--- config.mk ---
export PLATFORM = sky130hd
export DESIGN_NAME = epoch_seconds_to_calendar_unit
export DESIGN_NICKNAME = d
export VERILOG_FILES = /design/src/hw/rtl/ecal_pkg.sv /design/src/hw/rtl/ecal_cdiv.sv /design/src/hw/rtl/ecal_delay.sv /design/src/hw/rtl/ecal_date.sv /design/src/hw/rtl/epoch_seconds_to_calendar_unit.sv
export VERILOG_INCLUDE_DIRS = /design/src /design/src/hw/rtl
export SDC_FILE = /design/constraint.sdc
export NUM_CORES = 2
export LEC_CHECK = 0
export BUFFER_PORTS_ARGS = -buffer_cell sky130_fd_sc_hd__buf_4
export CORE_MARGIN = 2
export CORE_UTILIZATION = 55
export DETAILED_ROUTE_END_ITERATION = 7
export GPL_TIMING_DRIVEN = 0
export PLACE_DENSITY_LB_ADDON = 0.08
export RECOVER_POWER = 100
export SLEW_MARGIN = 20
export SYNTH_ARGS = -nofsm -noshare
export SYNTH_HDL_FRONTEND = slang
export SYNTH_SLANG_ARGS = --single-unit
--- constraint.sdc ---
create_clock -name clk -period 9.1 [get_ports clk]
set_clock_uncertainty 0.2 [all_clocks]
set_input_delay 1.365 -clock clk [delete_from_list [all_inputs] [get_ports clk]]
set_output_delay 1.365 -clock clk [all_outputs]
set_load 0.1 [all_outputs]
--- src/hw/rtl/assert_macros.svh ---
// ----------------------------------------------------------------------------
// Assertion macros
// Shared concurrent check forms for the calendar conversion pipeline.
// ----------------------------------------------------------------------------
`ifndef ASSERT_MACROS_SVH
`define ASSERT_MACROS_SVH

// Implication checked on every clock edge outside reset.
`define ECAL_ASSERT_IMP(name, ante, cons) \
    name: assert property (@(posedge clk) disable iff (!rst_n) (ante) |-> (cons)) \
        else $error("ecal: implication check failed");

// Event now must have been caused by a request a fixed number of cycles ago.
`define ECAL_ASSERT_PAST(name, cons, ante, n) \
    name: assert property (@(posedge clk) disable iff (!rst_n) (cons) |-> $past((ante), (n))) \
        else $error("ecal: pipeline alignment check failed");

`endif

--- src/hw/rtl/ecal_pkg.sv ---
// ----------------------------------------------------------------------------
// ecal_pkg
// Widths, field types, calendar constants and the month table.
// ----------------------------------------------------------------------------
package ecal_pkg;

    // Field and intermediate widths
    localparam int SEC_W       = 31;
    localparam int YEAR_W      = 11;
    localparam int MONTH_W     = 4;
    localparam int MDAY_W      = 5;
    localparam int HOUR_W      = 5;
    localparam int MIN_W       = 6;
    localparam int SEC_FIELD_W = 6;
    localparam int WDAY_W      = 3;
    localparam int MINS_W      = 26;
    localparam int HOURS_W     = 20;
    localparam int DAYS_W      = 15;
    localparam int YOFF_W      = 7;
    localparam int REM_W       = 9;

    typedef logic [YEAR_W-1:0]      year_t;
    typedef logic [MONTH_W-1:0]     month_t;
    typedef logic [MDAY_W-1:0]      mday_t;
    typedef logic [HOUR_W-1:0]      hour_t;
    typedef logic [MIN_W-1:0]       min_t;
    typedef logic [SEC_FIELD_W-1:0] sec_t;
    typedef logic [WDAY_W-1:0]      wday_t;
    typedef logic [DAYS_W-1:0]      days_t;
    typedef logic [YOFF_W-1:0]      yoff_t;
    typedef logic [REM_W-1:0]       rem_t;

    // Divisors
    localparam int SECS_PER_MIN   = 60;
    localparam int MINS_PER_HOUR  = 60;
    localparam int HOURS_PER_DAY  = 24;
    localparam int DAYS_PER_YEAR  = 365;
    localparam int DAYS_PER_WEEK  = 7;

    // Epoch: 1970-01-01 was a Thursday
    localparam int EPOCH_YEAR     = 1970;
    localparam int EPOCH_WEEKDAY  = 4;

    // Year offset modulo 4 that marks a leap year (1972 is offset 2)
    localparam logic [1:0] LEAP_PHASE = 2'd2;

    localparam month_t MONTH_JAN       = 4'd1;
    localparam month_t MONTH_FEB       = 4'd2;
    localparam month_t MONTHS_PER_YEAR = 4'd12;

    // Month estimate: floor(rem / 31) as (rem * 265) >> 13, exact for any day
    // of the year (rem <= 365)
    localparam int MONTH_RECIP_W = 9;
    localparam logic [MONTH_RECIP_W-1:0] MONTH_RECIP = 9'd265;
    localparam int MONTH_SHIFT   = 13;

    // Pipeline depths
    localparam int DIV_LATENCY  = 2;
    localparam int DATE_LATENCY = DIV_LATENCY + 3;
    localparam int LATENCY      = 3 * DIV_LATENCY + DATE_LATENCY;

    // Day of year at which month idx+1 starts, non-leap year
    function automatic rem_t month_start(input month_t idx);
        rem_t res;
        case (idx)
            4'd0:    res = 9'h000;
            4'd1:    res = 9'h01F;
            4'd2:    res = 9'h03B;
            4'd3:    res = 9'h05A;
            4'd4:    res = 9'h078;
            4'd5:    res = 9'h097;
            4'd6:    res = 9'h0B5;
            4'd7:    res = 9'h0D4;
            4'd8:    res = 9'h0F3;
            4'd9:    res = 9'h111;
            4'd10:   res = 9'h130;
            4'd11:   res = 9'h14E;
            4'd12:   res = 9'h16D;
            default: res = 9'h000;
        endcase
        return res;
    endfunction

endpackage

--- src/hw/rtl/ecal_cdiv.sv ---
// ----------------------------------------------------------------------------
// ecal_cdiv
// Two-stage divider by a constant: reciprocal multiply, then one correction.
// ----------------------------------------------------------------------------
module ecal_cdiv #(
    parameter int XW  = 16,
    parameter int QW  = 16,
    parameter int DIV = 10
) (
    input  logic                     clk,
    input  logic                     rst_n,
    input  logic                     vld_in,
    input  logic [XW-1:0]            x,
    output logic                     vld_out,
    output logic [QW-1:0]            q,
    output logic [$clog2(DIV)-1:0]   r
);

    localparam int RW = $clog2(DIV);
    // floor(2^XW / DIV): estimate is the true quotient or one below it
    localparam longint unsigned RECIP_L = (64'd1 << XW) / DIV;
    localparam logic [XW-1:0] RECIP = XW'(RECIP_L);
    localparam logic [XW-1:0] DIV_X = XW'(DIV);

    logic                vld1_reg;
    logic [XW-1:0]       x_reg;
    logic [2*XW-1:0]     prod_reg;
    logic [2*XW-1:0]     prod_next;
    logic                vld2_reg;
    logic [QW-1:0]       q_reg;
    logic [QW-1:0]       q_next;
    logic [RW-1:0]       r_reg;
    logic [RW-1:0]       r_next;
    logic [XW-1:0]       q_est;
    logic [XW-1:0]       r_est;
    logic                fix;

    always_comb
    begin
        prod_next = (2*XW)'(x) * (2*XW)'(RECIP);
        q_est     = prod_reg[2*XW-1:XW];
        r_est     = x_reg - q_est * DIV_X;
        fix       = (r_est >= DIV_X);
        q_next    = QW'(q_est + XW'(fix));
        r_next    = fix ? RW'(r_est - DIV_X) : RW'(r_est);
    end

    always_ff @(posedge clk or negedge rst_n)
    begin
        if (!rst_n)
        begin
            vld1_reg <= 1'b0;
            vld2_reg <= 1'b0;
        end
        else
        begin
            vld1_reg <= vld_in;
            vld2_reg <= vld1_reg;
        end
    end

    always_ff @(posedge clk)
    begin
        x_reg    <= x;
        prod_reg <= prod_next;
        q_reg    <= q_next;
        r_reg    <= r_next;
    end

    assign vld_out = vld2_reg;
    assign q       = q_reg;
    assign r       = r_reg;

endmodule

--- src/hw/rtl/ecal_delay.sv ---
// ----------------------------------------------------------------------------
// ecal_delay
// Fixed-depth shift line that keeps a field aligned with the pipeline.
// ----------------------------------------------------------------------------
module ecal_delay #(
    parameter int W     = 8,
    parameter int DEPTH = 2
) (
    input  logic         clk,
    input  logic [W-1:0] d,
    output logic [W-1:0] q
);

    logic [W-1:0] tap_reg [DEPTH];

    always_ff @(posedge clk)
    begin
        tap_reg[0] <= d;
        for (int i = 1; i < DEPTH; i++)
        begin
            tap_reg[i] <= tap_reg[i-1];
        end
    end

    assign q = tap_reg[DEPTH-1];

endmodule

--- src/hw/rtl/ecal_date.sv ---
// ----------------------------------------------------------------------------
// ecal_date
// Day count to year, month, day of month and weekday over five stages.
// ----------------------------------------------------------------------------
module ecal_date import ecal_pkg::*; (
    input  logic   clk,
    input  logic   rst_n,
    input  logic   vld_in,
    input  days_t  days,
    output logic   vld_out,
    output year_t  year,
    output month_t month,
    output mday_t  day,
    output wday_t  weekday
);

    days_t  days_plus;
    logic   yr_vld;
    yoff_t  yoff_est;
    rem_t   yrem;
    wday_t  wday_div;

    // Stage 3: year correction
    yoff_t  leaps_cur;
    yoff_t  leaps_prev;
    logic   under;
    yoff_t  yoff_fix;
    rem_t   rem_next;
    logic   vld3_reg;
    year_t  year3_reg;
    rem_t   rem3_reg;
    logic   leap3_reg;
    wday_t  wday3_reg;

    // Stage 4: month estimate
    logic [REM_W+MONTH_RECIP_W-1:0] mprod;
    month_t mest_raw;
    month_t mest_next;
    logic   vld4_reg;
    year_t  year4_reg;
    rem_t   rem4_reg;
    logic   leap4_reg;
    wday_t  wday4_reg;
    month_t mest4_reg;

    // Stage 5: month correction and day of month
    rem_t   next_start;
    rem_t   cur_start;
    rem_t   day_a;
    rem_t   day_b;
    logic   adv;
    logic   vld5_reg;
    year_t  year_reg;
    month_t month_reg;
    mday_t  day_reg;
    wday_t  wday_reg;

    assign days_plus = days + DAYS_W'(EPOCH_WEEKDAY);

    ecal_cdiv #(
        .XW  (DAYS_W),
        .QW  (YOFF_W),
        .DIV (DAYS_PER_YEAR)
    ) u_year_div (
        .clk     (clk),
        .rst_n   (rst_n),
        .vld_in  (vld_in),
        .x       (days),
        .vld_out (yr_vld),
        .q       (yoff_est),
        .r       (yrem)
    );

    ecal_cdiv #(
        .XW  (DAYS_W),
        .QW  (DAYS_W),
        .DIV (DAYS_PER_WEEK)
    ) u_wday_div (
        .clk     (clk),
        .rst_n   (rst_n),
        .vld_in  (vld_in),
        .x       (days_plus),
        .vld_out (),
        .q       (),
        .r       (wday_div)
    );

    // yrem = days - 365*off; subtract leap days before that year, and step
    // back one year if the estimate starts after the given day
    always_comb
    begin
        leaps_cur  = (yoff_est + YOFF_W'(1)) >> 2;
        leaps_prev = yoff_est >> 2;
        under      = (REM_W'(leaps_cur) > yrem);
        if (under)
        begin
            yoff_fix = yoff_est - YOFF_W'(1);
            rem_next = yrem + REM_W'(DAYS_PER_YEAR) - REM_W'(leaps_prev);
        end
        else
        begin
            yoff_fix = yoff_est;
            rem_next = yrem - REM_W'(leaps_cur);
        end
    end

    always_comb
    begin
        mprod    = (REM_W+MONTH_RECIP_W)'(rem3_reg) * (REM_W+MONTH_RECIP_W)'(MONTH_RECIP);
        mest_raw = MONTH_W'(mprod >> MONTH_SHIFT) + MONTH_JAN;
        mest_next = (mest_raw > MONTHS_PER_YEAR) ? MONTHS_PER_YEAR : mest_raw;
    end

    // Candidate b: the day already lies in the following month
    always_comb
    begin
        next_start = month_start(mest4_reg)
                   + REM_W'(leap4_reg && (mest4_reg >= MONTH_FEB));
        cur_start  = month_start(mest4_reg - MONTH_JAN)
                   + REM_W'(leap4_reg && (mest4_reg > MONTH_FEB));
        adv        = (mest4_reg < MONTHS_PER_YEAR) && (rem4_reg >= next_start);
        day_a      = rem4_reg - cur_start + REM_W'(1);
        day_b      = rem4_reg - next_start + REM_W'(1);
    end

    always_ff @(posedge clk or negedge rst_n)
    begin
        if (!rst_n)
        begin
            vld3_reg <= 1'b0;
            vld4_reg <= 1'b0;
            vld5_reg <= 1'b0;
        end
        else
        begin
            vld3_reg <= yr_vld;
            vld4_reg <= vld3_reg;
            vld5_reg <= vld4_reg;
        end
    end

    always_ff @(posedge clk)
    begin
        year3_reg <= YEAR_W'(EPOCH_YEAR) + YEAR_W'(yoff_fix);
        rem3_reg  <= rem_next;
        leap3_reg <= (yoff_fix[1:0] == LEAP_PHASE);
        wday3_reg <= wday_div;

        year4_reg <= year3_reg;
        rem4_reg  <= rem3_reg;
        leap4_reg <= leap3_reg;
        wday4_reg <= wday3_reg;
        mest4_reg <= mest_next;

        year_reg  <= year4_reg;
        month_reg <= adv ? (mest4_reg + MONTH_JAN) : mest4_reg;
        day_reg   <= adv ? MDAY_W'(day_b) : MDAY_W'(day_a);
        wday_reg  <= wday4_reg;
    end

    assign vld_out = vld5_reg;
    assign year    = year_reg;
    assign month   = month_reg;
    assign day     = day_reg;
    assign weekday = wday_reg;

endmodule

--- src/hw/rtl/epoch_seconds_to_calendar_unit.sv ---
// ----------------------------------------------------------------------------
// epoch_seconds_to_calendar_unit: seconds since 1970 to calendar date and time
// Throughput: one request per cycle; set by the fully pipelined divider chain.
// busy is held low: the pipeline never stalls, the receiver cannot hold off.
// Reset clears all stage valid bits at once; no results follow until new requests.
// ----------------------------------------------------------------------------
`include "assert_macros.svh"

module epoch_seconds_to_calendar_unit import ecal_pkg::*; (
    input  logic             clk,
    input  logic             rst_n,
    input  logic             start,
    input  logic [SEC_W-1:0] epoch_seconds,
    output logic             busy,
    output logic             done,
    output year_t            year,
    output month_t           month,
    output mday_t            day,
    output hour_t            hour,
    output min_t             minute,
    output sec_t             second,
    output wday_t            weekday
);

    // A request enters every cycle that start is high
    logic                accept;

    // Stages 1-2: total minutes and second of minute
    logic                v_min;
    logic [MINS_W-1:0]   mins_total;
    sec_t                sec_raw;

    // Stages 3-4: total hours and minute of hour
    logic                v_hour;
    logic [HOURS_W-1:0]  hours_total;
    min_t                min_raw;

    // Stages 5-6: whole days and hour of day
    logic                v_days;
    days_t               days;
    hour_t               hour_raw;

    assign busy   = 1'b0;
    assign accept = start && !busy;

    ecal_cdiv #(
        .XW  (SEC_W),
        .QW  (MINS_W),
        .DIV (SECS_PER_MIN)
    ) u_min_div (
        .clk     (clk),
        .rst_n   (rst_n),
        .vld_in  (accept),
        .x       (epoch_seconds),
        .vld_out (v_min),
        .q       (mins_total),
        .r       (sec_raw)
    );

    ecal_cdiv #(
        .XW  (MINS_W),
        .QW  (HOURS_W),
        .DIV (MINS_PER_HOUR)
    ) u_hour_div (
        .clk     (clk),
        .rst_n   (rst_n),
        .vld_in  (v_min),
        .x       (mins_total),
        .vld_out (v_hour),
        .q       (hours_total),
        .r       (min_raw)
    );

    ecal_cdiv #(
        .XW  (HOURS_W),
        .QW  (DAYS_W),
        .DIV (HOURS_PER_DAY)
    ) u_day_div (
        .clk     (clk),
        .rst_n   (rst_n),
        .vld_in  (v_hour),
        .x       (hours_total),
        .vld_out (v_days),
        .q       (days),
        .r       (hour_raw)
    );

    // Date stages produce year, month, day and weekday plus the done strobe
    ecal_date u_date (
        .clk     (clk),
        .rst_n   (rst_n),
        .vld_in  (v_days),
        .days    (days),
        .vld_out (done),
        .year    (year),
        .month   (month),
        .day     (day),
        .weekday (weekday)
    );

    // Hold the time-of-day fields back so they leave with their date
    ecal_delay #(
        .W     (SEC_FIELD_W),
        .DEPTH (LATENCY - DIV_LATENCY)
    ) u_sec_dly (
        .clk (clk),
        .d   (sec_raw),
        .q   (second)
    );

    ecal_delay #(
        .W     (MIN_W),
        .DEPTH (LATENCY - 2 * DIV_LATENCY)
    ) u_min_dly (
        .clk (clk),
        .d   (min_raw),
        .q   (minute)
    );

    ecal_delay #(
        .W     (HOUR_W),
        .DEPTH (DATE_LATENCY)
    ) u_hour_dly (
        .clk (clk),
        .d   (hour_raw),
        .q   (hour)
    );

    // Every result traces back to exactly one request
    `ECAL_ASSERT_PAST(a_done_from_request, done, accept, LATENCY)
    `ECAL_ASSERT_PAST(a_days_from_request, v_days, accept, 3 * DIV_LATENCY)
    `ECAL_ASSERT_IMP(a_date_range, done, (month >= MONTH_JAN) && (month <= MONTHS_PER_YEAR) && (day != '0) && (weekday < WDAY_W'(DAYS_PER_WEEK)))
    `ECAL_ASSERT_IMP(a_time_range, done, (hour < HOUR_W'(HOURS_PER_DAY)) && (minute < MIN_W'(MINS_PER_HOUR)) && (second < SEC_FIELD_W'(SECS_PER_MIN)))

endmodule

==> metrics.txt <==
# TYPE chip_impl_metric gauge
chip_impl_info{name="outcome",value="finished, violations left"} 1
chip_impl_info{name="failed_checks",value="max-capacitance violations, max-slew violations"} 1
chip_impl_metric{name="finalHoldViolCount",unit=""} 0
chip_impl_metric{name="cts_buffer_depth",unit=""} 3
chip_impl_metric{name="drc_errors",unit=""} 0
chip_impl_metric{name="average_instance_area_after_synthesis",unit="um2"} 9.93
chip_impl_metric{name="netlist_instances",unit=""} 4693
chip_impl_metric{name="antenna_found_initial",unit=""} 5
chip_impl_info{name="synthFlopType",value="sky130_fd_sc_hd__dfxtp_1"} 1
chip_impl_metric{name="grt-ovfl-total",unit=""} 0
chip_impl_info{name="worst_path_max_delay_cell",value="sky130_fd_sc_hd__dfxtp_1"} 1
chip_impl_metric{name="chip_height",unit="um"} 295
chip_impl_metric{name="final-seq-area",unit="mm2"} 0.00997
chip_impl_metric{name="max_freq",unit="MHz"} 117
chip_impl_metric{name="drv.max_cap_violation_count",unit=""} 1
chip_impl_metric{name="overall_global_routing_resource_usage",unit="%"} 23.2
chip_impl_metric{name="detailed_place_hpwl",unit="um"} 82200
chip_impl_metric{name="synth_warnings",unit=""} 0
chip_impl_metric{name="io_buffers",unit=""} 74
chip_impl_metric{name="cts_sinks",unit=""} 495
chip_impl_metric{name="postRouteWirelength",unit="um"} 97000
chip_impl_metric{name="via_count_of_the_first_global_routing_pass",unit=""} 32100
chip_impl_metric{name="antenna_left",unit=""} 0
chip_impl_metric{name="worstPathMaxFanout",unit=""} 9
chip_impl_metric{name="io_count",unit=""} 76
chip_impl_metric{name="synth_seq_cells",unit=""} 495
chip_impl_info{name="cp_common_cell",value="sky130_fd_sc_hd__ha_1"} 1
chip_impl_metric{name="seq_area_frac_synth",unit="%"} 21.4
chip_impl_info{name="worstHoldPathType",value="reg -> reg"} 1
chip_impl_metric{name="detailroute.via_count",unit=""} 31700
chip_impl_metric{name="r2r_slack",unit="ns"} 0.55
chip_impl_metric{name="multi_input_gate_area_in_the_final_layout",unit="mm2"} 0.0331
chip_impl_info{name="cts.root.buffer_cell",value="sky130_fd_sc_hd__clkbuf_16"} 1
chip_impl_metric{name="largest_net_degree_at_the_start_of_global_routing",unit=""} 18
chip_impl_metric{name="grt_first_pass_wirelength",unit="um"} 163000
chip_impl_metric{name="initial_util",unit="%"} 55.6
chip_impl_metric{name="fp.dieArea",unit="mm2"} 0.0871
chip_impl_metric{name="die-width",unit="um"} 295
chip_impl_metric{name="ctsHoldBuffers",unit=""} 0
chip_impl_metric{name="post_cts.resized_instances",unit=""} 0
chip_impl_info{name="cts_tree",value="yes"} 1
chip_impl_metric{name="largest_register_ffs",unit=""} 54
chip_impl_metric{name="std_cell_rows",unit=""} 106
chip_impl_metric{name="critical_path.max_stage_delay",unit="ns"} 0.52
chip_impl_metric{name="dp_worst_setup_slack",unit="ns"} 0.344
chip_impl_info{name="final_common_cell",value="sky130_fd_sc_hd__ha_1"} 1
chip_impl_metric{name="gp_congestion",unit=""} 0.891
chip_impl_metric{name="ys_async_sr_fraction",unit="%"} 2.22
chip_impl_metric{name="clk_transition_reported_paths",unit="ns"} 0.07
chip_impl_metric{name="layout.filler_cells",unit=""} 7418
chip_impl_info{name="timing_worst_setup_path_type",value="reg -> reg"} 1
chip_impl_info{name="worstSetupEndpointType",value="register"} 1
chip_impl_metric{name="synth_edf_count",unit=""} 0
chip_impl_metric{name="antenna-diode-count",unit=""} 0
chip_impl_metric{name="final-max-slew-violation-count",unit=""} 11
chip_impl_metric{name="final.period_utilization",unit="%"} 94.0
chip_impl_metric{name="timing.critical_path.required",unit="ns"} 9.38
chip_impl_metric{name="viasPerCell",unit=""} 5.29
chip_impl_metric{name="final_setup_violating_endpoints",unit=""} 0
chip_impl_metric{name="wl_per_cell",unit="um"} 16.2
chip_impl_metric{name="synthDistinctLibCells",unit=""} 98
chip_impl_metric{name="post_route_cells_drive_above_1_share",unit="%"} 3.66
chip_impl_metric{name="post_cts.repair.setup_buffers",unit=""} 0
chip_impl_metric{name="worst_slew_pin_slew",unit="ns"} 1.97
chip_impl_metric{name="firstDrtPassIters",unit=""} 5
chip_impl_metric{name="syn-num-nets",unit=""} 6151
chip_impl_metric{name="area_growth",unit="%"} 7.74
chip_impl_metric{name="detail_route.iter0.violations",unit=""} 1320
chip_impl_metric{name="critical_path_arrival",unit="ns"} 8.83
chip_impl_metric{name="numCtsBuffers",unit=""} 54
chip_impl_metric{name="clk_latency",unit="ns"} 0.65
chip_impl_info{name="crit_path_start_kind",value="register"} 1
chip_impl_metric{name="area_of_the_mapped_netlist",unit="mm2"} 0.0466
chip_impl_info{name="final_cell_mix",value="sky130_fd_sc_hd__ha_1, sky130_fd_sc_hd__inv_1, sky130_fd_sc_hd__dfxtp_1, sky130_fd_sc_hd__fa_1, sky130_fd_sc_hd__a21oi_1"} 1
chip_impl_metric{name="period_needed",unit="ns"} 8.55
chip_impl_metric{name="timing.final.ws_setup",unit="ns"} 0.550
chip_impl_metric{name="coreArea",unit="mm2"} 0.0838
chip_impl_metric{name="nets",unit=""} 6280
chip_impl_metric{name="ctsHtreeMaxLevel",unit=""} 2
chip_impl_metric{name="slew_headroom",unit="%"} -33.2
## metal layers
layer  track usage (%)  wire [um]
met5                 0          0
met1              31.5      45400
met4              5.13       2120
met2              39.8      46200
met3              2.74       3330
## Yosys cell counts, types with 9 or more instances
cell,number,area share (%)
sky130_fd_sc_hd__o21ai_0,127,1.4
sky130_fd_sc_hd__a31o_2,10,0.19
sky130_fd_sc_hd__a31oi_1,25,0.34
sky130_fd_sc_hd__or3_1,18,0.24
sky130_fd_sc_hd__fa_1,466,20
sky130_fd_sc_hd__nor3_1,63,0.68
sky130_fd_sc_hd__nor2_1,163,1.3
sky130_fd_sc_hd__a211oi_1,23,0.37
sky130_fd_sc_hd__nand3b_1,14,0.23
sky130_fd_sc_hd__o31ai_1,10,0.16
sky130_fd_sc_hd__o21a_1,57,0.92
sky130_fd_sc_hd__xnor2_1,194,3.6
sky130_fd_sc_hd__a41oi_1,10,0.19
sky130_fd_sc_hd__ha_1,958,26
sky130_fd_sc_hd__mux2_2,9,0.22
sky130_fd_sc_hd__and2_1,15,0.20
sky130_fd_sc_hd__xor2_1,109,2.0
sky130_fd_sc_hd__a21o_1,74,1.2
sky130_fd_sc_hd__o211ai_1,24,0.39
sky130_fd_sc_hd__inv_1,892,7.2
sky130_fd_sc_hd__dfrtp_1,11,0.59
sky130_fd_sc_hd__clkbuf_1,23,0.19
sky130_fd_sc_hd__nand3_1,80,0.86
sky130_fd_sc_hd__nor4_1,16,0.21
sky130_fd_sc_hd__nand2b_1,48,0.64
sky130_fd_sc_hd__or2_2,13,0.17
sky130_fd_sc_hd__a21oi_1,229,2.5
sky130_fd_sc_hd__o31a_1,13,0.24
sky130_fd_sc_hd__nor2b_1,39,0.52
sky130_fd_sc_hd__o2111ai_1,14,0.26
sky130_fd_sc_hd__nand2_1,174,1.4
sky130_fd_sc_hd__and3_1,34,0.46
sky130_fd_sc_hd__mux2i_1,24,0.52
sky130_fd_sc_hd__dfxtp_1,484,21
sky130_fd_sc_hd__nand4_1,44,0.59
sky130_fd_sc_hd__o21bai_1,25,0.40
sky130_fd_sc_hd__nor3b_1,9,0.14
## worst max-delay path: cells and delay by family, from the launching register on
kind / cells / cell delay (ns)
flops: 1 / 0.52
xor+xnor: 2 / 0.16
buf+inv: 4 / 0.65
compound gates: 10 / 2.58
fa+ha+maj: 6 / 2.06
simple gates: 11 / 2.22
## final cells by class
cell class / instances / share of cell area, %
inverters: 892 / 6.67
well taps: 1134 / 2.82
plain buffers: 36 / 0.391
repair buffers: 74 / 0.561
clock inverters: 32 / 0.884
flip-flops and latches: 495 / 19.9
multi-input cells: 3269 / 65.9
clock buffers: 65 / 2.89
## worst paths after layout
check,from,end,cells after the start
setup / recovery,u_hour_div.prod_reg[29]$_DFF_P_,u_hour_div.q[18]$_DFF_P_,33
hold / removal,u_min_dly.tap_reg[0][0]$_DFF_P_,u_min_dly.tap_reg[1][0]$_DFF_P_,0
setup reg to reg,u_hour_div.prod_reg[29]$_DFF_P_,u_hour_div.q[18]$_DFF_P_,33
hold reg to reg,u_min_dly.tap_reg[0][0]$_DFF_P_,u_min_dly.tap_reg[1][0]$_DFF_P_,0
max in group asynchronous,rst_n,u_date.vld4_reg$_DFF_PN0_,1
min in group asynchronous,rst_n,u_day_div.vld_out$_DFF_PN0_,1
## stage by stage
stage / util, % / std cells / hold WS, ns / cell area, um2 / setup TNS (ns)
finish: 59.9 / 5997 / 0.0791 / 50200 / 0
global route: 59.9 / 5997 / 0.109 / 50200 / -0.000232
detailed placement: 58.0 / 5901 / 0.112 / 48600 / 0
CTS: 60.2 / 5998 / 0.0776 / 50500 / 0
floorplan: - / 4693 / 0.110 / 46600 / 0
global placement: 58.0 / 5901 / 0.110 / 48600 / 0
## kinds of logic (layout without fill, tap and decap cells)
| group | after synthesis | count (layout) | share of synthesized area [%] |
|---|---|---|---|
| adder cells (fa/ha/maj) | 1424 | 1424 | 45.7 |
| buffers and inverters | 929 | 1099 | 7.61 |
| AND/OR/NAND/NOR | 770 | 770 | 8.53 |
| AO/OA/AOI/OAI | 737 | 737 | 10.3 |
| flip-flops | 495 | 495 | 21.4 |
| XOR/XNOR | 303 | 303 | 5.69 |
| multiplexers | 34 | 34 | 0.765 |
| other | 1 | 1 | 0.00804 |
Power is not shown: default switching activity piles up to over one toggle a cycle in this logic, so the estimate is an artifact.
